**src/design/wrs_ram.sv**
```systemverilog
`timescale 1ns / 1ps
`default_nettype none
// ----------------------------------------------------------------------------
// wrs_ram: generic single-write, single-read RAM
// One write port and one read port, read data registered.
// ----------------------------------------------------------------------------
module wrs_ram #(
   parameter int WIDTH = 8,
   parameter int DEPTH = 16
) (
   input  wire logic                     clock,
   input  wire logic                     wr_en,
   input  wire logic [$clog2(DEPTH)-1:0] wr_addr,
   input  wire logic [WIDTH-1:0]         wr_data,
   input  wire logic [$clog2(DEPTH)-1:0] rd_addr,
   output logic      [WIDTH-1:0]         rd_data
);

   logic [WIDTH-1:0] mem [DEPTH];

   always_ff @(posedge clock) begin
      if (wr_en) begin
         mem[wr_addr] <= wr_data;
      end
      rd_data <= mem[rd_addr];
   end

endmodule
`default_nettype wire

```
**config.mk**
```make
export PLATFORM = sky130hd
export DESIGN_NAME = wrs_ram
export DESIGN_NICKNAME = d
export VERILOG_FILES = /design/src/design/wrs_ram.sv
export SDC_FILE = /design/constraint.sdc
export NUM_CORES = 1
export LEC_CHECK = 0
export BUFFER_PORTS_ARGS = -buffer_cell sky130_fd_sc_hd__buf_2
export CORE_MARGIN = 1
export CORE_UTILIZATION = 40
export DETAILED_ROUTE_END_ITERATION = 6
export SYNTH_ARGS = -nofsm -noshare
export SYNTH_HDL_FRONTEND = slang
export SYNTH_SLANG_ARGS = --single-unit
```
**constraint.sdc**
```tcl
create_clock -name clock -period 2.2 [get_ports clock]
set_input_delay 0.66 -clock clock [delete_from_list [all_inputs] [get_ports clock]]
set_output_delay 0.66 -clock clock [all_outputs]
set_load 0.005 [all_outputs]
```
# Yosys cells after proc, flatten, opt, wreduce, memory -nomap -nowiden
# Memories as Yosys holds them, arrays and structs flattened. A register that Yosys moved wholly into a read port is not among the register bits.
# Index checks and enable logic that the tools add are counted.
# word_totals
ram_bits	128
regBits	0
elab_cells	3
memories	1
in_bits	18
out_inout_bits	8
# classes
n_mux	2
# memory_table
name	depth	width	read_ports	rd_ports_with_merged_regs	write_ports	line	source
mem	16	8	1	1	1	19	logic [WIDTH-1:0] mem [DEPTH];
# ops
operator	count
$mux W1	2

# Longest topological paths before layout
# Gate-level depths: netlist of run 1.
# depth
depth_word	2
mapped_depth	5

# Worst setup path before layout of run 1
# No wires, ideal clock.
# synth_path
path_type	input-to-reg
start	in wr_addr[2]
end	mem mem[0][0] (enable)
path_slack_ns	0.047
required_ns	1.817
t_arrival_ns	1.770
stages	2
n_path_buf	0
cell_sequence	or3b_2 > nor3_1
# synth_lines
item	line	source
start: declaration	13	input wire logic [$clog2(DEPTH)-1:0] wr_addr,
end: declaration	19	
# Straight into the memory's write port.

==> flow_summary.ini, run 1 <==
[die]
num_rows = 41
coreArea_sq_mm = 0.0126
io_pins = 26
start_util_pct = 41.0
fp.dieW_microns = 115
dieArea_sq_mm = 0.0133
dieHeight_microns = 115

[synthesis]
synthTopCellsByCount = 128 x edfxtp_1, 18 x mux4_2, 16 x a22oi_1, 14 x mux4_1, 13 x nor2_1
synth-seq-cells = 136
ys_types = 19
avgSynthCellArea_sq_um = 22.5
synthFlopType = edfxtp_1
yosys_warnings = 0
synth.top_cell.area_share_pct = 74.7
synth_edf_count = 128
synth_nets = 247
synth_area_leaders = edfxtp_1 75%, mux4_2 7.9%, mux4_1 7.1%
synth_top_area_cell = edfxtp_1
synthCells = 229
seq_area_frac_synth_pct = 77.8
synth_area_sq_mm = 0.00515
async_reset_ff_share_pct = 0
synth_most_common_cell = edfxtp_1

[clock_tree]
htree_levels = 4
cts_tree = done
clk_pin_slew_worst_paths_ns = 0.05
cts_max_path_buffers = 2
clock_latency_ns = 0.41
post_cts_buffers = 0
root_buffer = clkbuf_16
post_cts_resized = 0
cts.sinks = 136
cts_buffers = 17
cts_hold_buf = 0

[timing]
worst_pin_slew_ns = 0.805
drv_slew = 0
hold_viol = 0
tns_ns = 0
min_period_ns = 1.73
slew-limit-headroom_pct = 46.1
clock.fmax_mhz = 579
skew_ns = 0.00568
fin_crit_sh_pct = 78.6
setup_viol = 0
rsz0062_at_grt = false

[cells_and_area]
utilization_pct = 48.9
num_antenna_cells = 0
drive_above_1_share_pct = 31.5
fillerInstances = 1026
areaGrowthSynthToFinish_pct = 19.5
finalNetCount = 303

[power_and_ir_drop]
pwr_density_cell_mw_per_mm2 = 936
cellLeakagePower_uw = 0.00209
max-vdd-ir-drop_mv = 0.508

[placement]
io_buffers = 25
hpwl_microns = 6150
gp_congestion = 0.757

[global_route]
gr-usage-all-layers_pct = 16.1
grt_pass1_vias = 2421
grt_start_max_net_pins = 33
grt_pass1_wl_microns = 14400
antenna_found_initial = 0
overflow = 0

[routing]
wl_microns = 9600
antenna_left = 0
avgRoutedWirePerCell_microns = 20.4
drtPass1Iterations = 4
via_per_inst = 5.13
first_iter_violations = 212
drc_errors = 0
num_vias = 2413

[worst_setup_path]
r2r_cells = 3
rr_startpoint = mem[2][1]
required_ns = 2.48
start_kind = input pin
crit_arrival_ns = 2.01
cp_max_fo = 16
worst_r2r_endpoint = rd_data[1]
path_class = input pin to flip-flop
endpoint_kind = flip-flop
rrSetupSlack_ns = 0.79

[run]
cap_violations = 0

[worst_hold_path]
hp-start = wr_data[4]
hp-class = input pin to flip-flop
min_to = mem[6][4]
holdPathStages = 1

[outcome]
outcome = completed
[report_power, final]
part	internal [uW]	switching [uW]	leakage, uW
Combinational	122	148	0.000600
Clock	1600	966	0.000267
Sequential	2900	17.6	0.00122
Total	4620	1130	0.00209
[worst max-delay path by stage]
stage	start	to	slack, ns	depth (start not counted)
after global routing	rd_addr[0]	rd_data[3]	0.45	5
after global placement	rd_addr[0]	rd_data[1]	0.05	5
after CTS	rd_addr[0]	rd_data[1]	0.49	5
after detailed placement	rd_addr[0]	rd_data[1]	0.07	5
final	rd_addr[0]	rd_data[1]	0.47	5
after floorplan	wr_addr[2]	mem[0][0]	0.05	2
[cells in the final DEF (no fill, tap or decap), drive strengths merged, types with 2 or more instances in the layout]
master      n
edfxtp    128
buf        47
mux4       32
clkbuf     23
a22oi      16
nor2       13
nand2       9
dfxtp       8
clkinv      6
nor3        4
nand3b      2
nand2b      2
clkinvlp    2
[state kept, by name, summed over array words and instances (netlist names)]
register / flops
mem: 128
rd_data: 8
[per-stage QoR]
step                      hold slack, ns  std cells  instance area, sq um  setup slack (ns)  total power [uW]
after floorplan                    0.629        229                  5150            0.0471              3110
after global placement             0.657        438                  5600            0.0482              3240
after detailed placement           0.660        438                  5600            0.0662              3250
after CTS                          0.629        470                  6150             0.494              5800
after global routing               0.643        470                  6150             0.449              5940
final                              0.639        470                  6150             0.472              5750
[metal layers]
layer,vias to the layer above,GRT usage (%),wire (microns)
li1,1084,-,-
met1,1257,21.1,4360
met2,59,25.3,4630
met3,13,3.97,447
met4,0,8.05,159
met5,-,0,0
[logic make-up after synthesis]
family          after synthesis  share of synthesized area, %
flops                       136                          77.8
mux                          32                          15.0
compound gates               16                          2.33
buf+inv                      10                          1.68
simple gates                 35                          3.18
[critical path, stage by stage]
cell and delay, ns:
buf_2 0.15, buf_12 0.19, mux4_1 0.56, a22oi_1 0.34, nand2_1 0.10
[layout make-up]
class,count,area (sq um),share of cell area (%)
Timing Repair Buffer,47,328,5.33
Clock buffer,23,468,7.61
Multi-Input combinational cell,83,1060,17.2
Clock inverter,9,78.8,1.28
Sequential cell,136,4000,65.1
Tap cell,172,215,3.50
(Power assumes the default switching activity.)
==> run 2, diff against run 1 <==
- clock period: 2.2 -> 1.7 ns (I/O delays scaled with it)
==> run 2 against run 1 <==
Against the previous run: die area is the same; highest routed layer unchanged; sequential share of layout area shrank 2.6 points; cell count grew 2.3%; power grew 45%; sequential power grew 29%; final area grew 4.2%.
==> flow_summary.ini, run 2 (synthesis results as in run 1) <==
[power_and_ir_drop]
totalPowerFinal_uw = 8320
max-vdd-ir-drop_mv = 0.757
cellLeakagePower_uw = 0.00222
pwr_density_cell_mw_per_mm2 = 1300

[worst_setup_path]
slowest_stage = mux4_1
endpoint_kind = flip-flop
required_ns = 1.99
path_cells = buf_2 > buf_12 > mux4_1 > a22oi_1 > nand2_1
path_class = input pin to flip-flop
crit_arrival_ns = 1.81
crit_buf_inv = 2
path_delay_family = multiplexers
r2r_cells = 3
cp_slowest_stage_delay_ns = 0.56
path_depth = 5
start_kind = input pin
cp_max_fo = 14

[die]
fp.dieW_microns = 115
io_pins = 26
dieArea_sq_mm = 0.0133
dieHeight_microns = 115
num_rows = 41
coreArea_sq_mm = 0.0126
start_util_pct = 41.0

[global_route]
overflow = 0
grt_pass1_wl_microns = 15100
grt_start_max_net_pins = 19
antenna_found_initial = 0
grt_pass1_vias = 2618
gr-usage-all-layers_pct = 16.7

[cells_and_area]
utilization_pct = 51.0
finalNetCount = 314
final_cell_mix = 128 x edfxtp_1, 28 x buf_4, 25 x buf_2
largest_register_ffs = 128
mostFrequentLayoutCell = edfxtp_1
fillerInstances = 1006
top_regs = mem (128), rd_data (8)
drive_above_1_share_pct = 35.9
fin_cells = 481
num_antenna_cells = 0
areaGrowthSynthToFinish_pct = 24.5
regMostFlops = mem

[routing]
drc_errors = 0
num_vias = 2438
drtPass1Iterations = 4
first_iter_violations = 288
wl_microns = 9820
antenna_left = 0
via_per_inst = 5.07
avgRoutedWirePerCell_microns = 20.4

[clock_tree]
root_buffer = clkbuf_16
post_cts_buffers = 0
cts_tree = done
cts_max_path_buffers = 2
clock_latency_ns = 0.41
cts.sinks = 136
cts_buffers = 17
cts_hold_buf = 0
clk_pin_slew_worst_paths_ns = 0.06
post_cts_resized = 0
htree_levels = 4

[timing]
fin_crit_sh_pct = 89.3
skew_ns = 0.00461
setup_viol = 0
min_period_ns = 1.52
worst_pin_slew_ns = 0.781
drv_slew = 0
slew-limit-headroom_pct = 47.8
clock.fmax_mhz = 658
hold_viol = 0
holdWs_ns = 0.493
rsz0062_at_grt = false

[worst_hold_path]
holdPathStages = 1
hp-class = input pin to flip-flop

[placement]
io_buffers = 25
gp_congestion = 0.716
hpwl_microns = 6460
dp.cells = 449

[run]
cap_violations = 0

[outcome]
outcome = completed
[run 2: cell types whose count changed in the layout (fill, tap and decap cells not counted), sizes merged]
cell      delta
clkinv       -2
clkinvlp     +1
clkbuf       -5
buf         +11
bufinv       +6
[run 2: worst paths after layout]
kind / start / end / slack (ns)
setup / recovery: rd_addr[0] / rd_data[5] / 0.18
hold / removal: wr_data[2] / mem[6][2] / 0.49
setup reg to reg: mem[1][5] / rd_data[5] / 0.34
hold reg to reg: mem[14][2] / rd_data[2] / 0.66
[run 2: final cells by class]
type | count | area (sq um) | share of cell area (%)
Clock inverter | 14 | 253 | 3.94
Tap cell | 172 | 215 | 3.36
Timing Repair Buffer | 58 | 435 | 6.79
Multi-Input combinational cell | 83 | 1070 | 16.7
Sequential cell | 136 | 4000 | 62.5
Clock buffer | 18 | 429 | 6.70
[run 2: power breakdown]
part / leakage, uW / internal, uW / switching (uW) / total, uW
clock: 0.000326 / 2880 / 1300 / 4180
sequential: 0.00122 / 3750 / 22.2 / 3770
combinational: 0.000669 / 174 / 197 / 371
[run 2: per-stage QoR]
stage	worst slack, ns	area, sq um	setup TNS, ns
4_1_cts	0.181	6410	0
2_1_floorplan	-0.0761	5160	-2.30
3_5_place_dp	-0.255	5730	-3.99
6_report	0.181	6410	0
5_1_grt	0.153	6410	0
3_3_place_gp	-0.238	5730	-3.63
[run 2: routing by layer]
layer	wire [microns]	up-vias	global-route usage, %	part of all wire, %
met2	5020	79	27.3	51
li1	-	1106	-	-
met1	4100	1243	20.9	42
met4	127	0	7.27	1.3
met5	0	-	0	0
met3	578	10	4.86	5.9
[run 2: worst register-to-register path: cells and delay by family (launching register included)]
kind	cells	cell delay (ns)
multiplexers	1	0.51
flip-flops	1	0.36
AO/OA/AOI/OAI	1	0.28
AND/OR/NAND/NOR	1	0.09
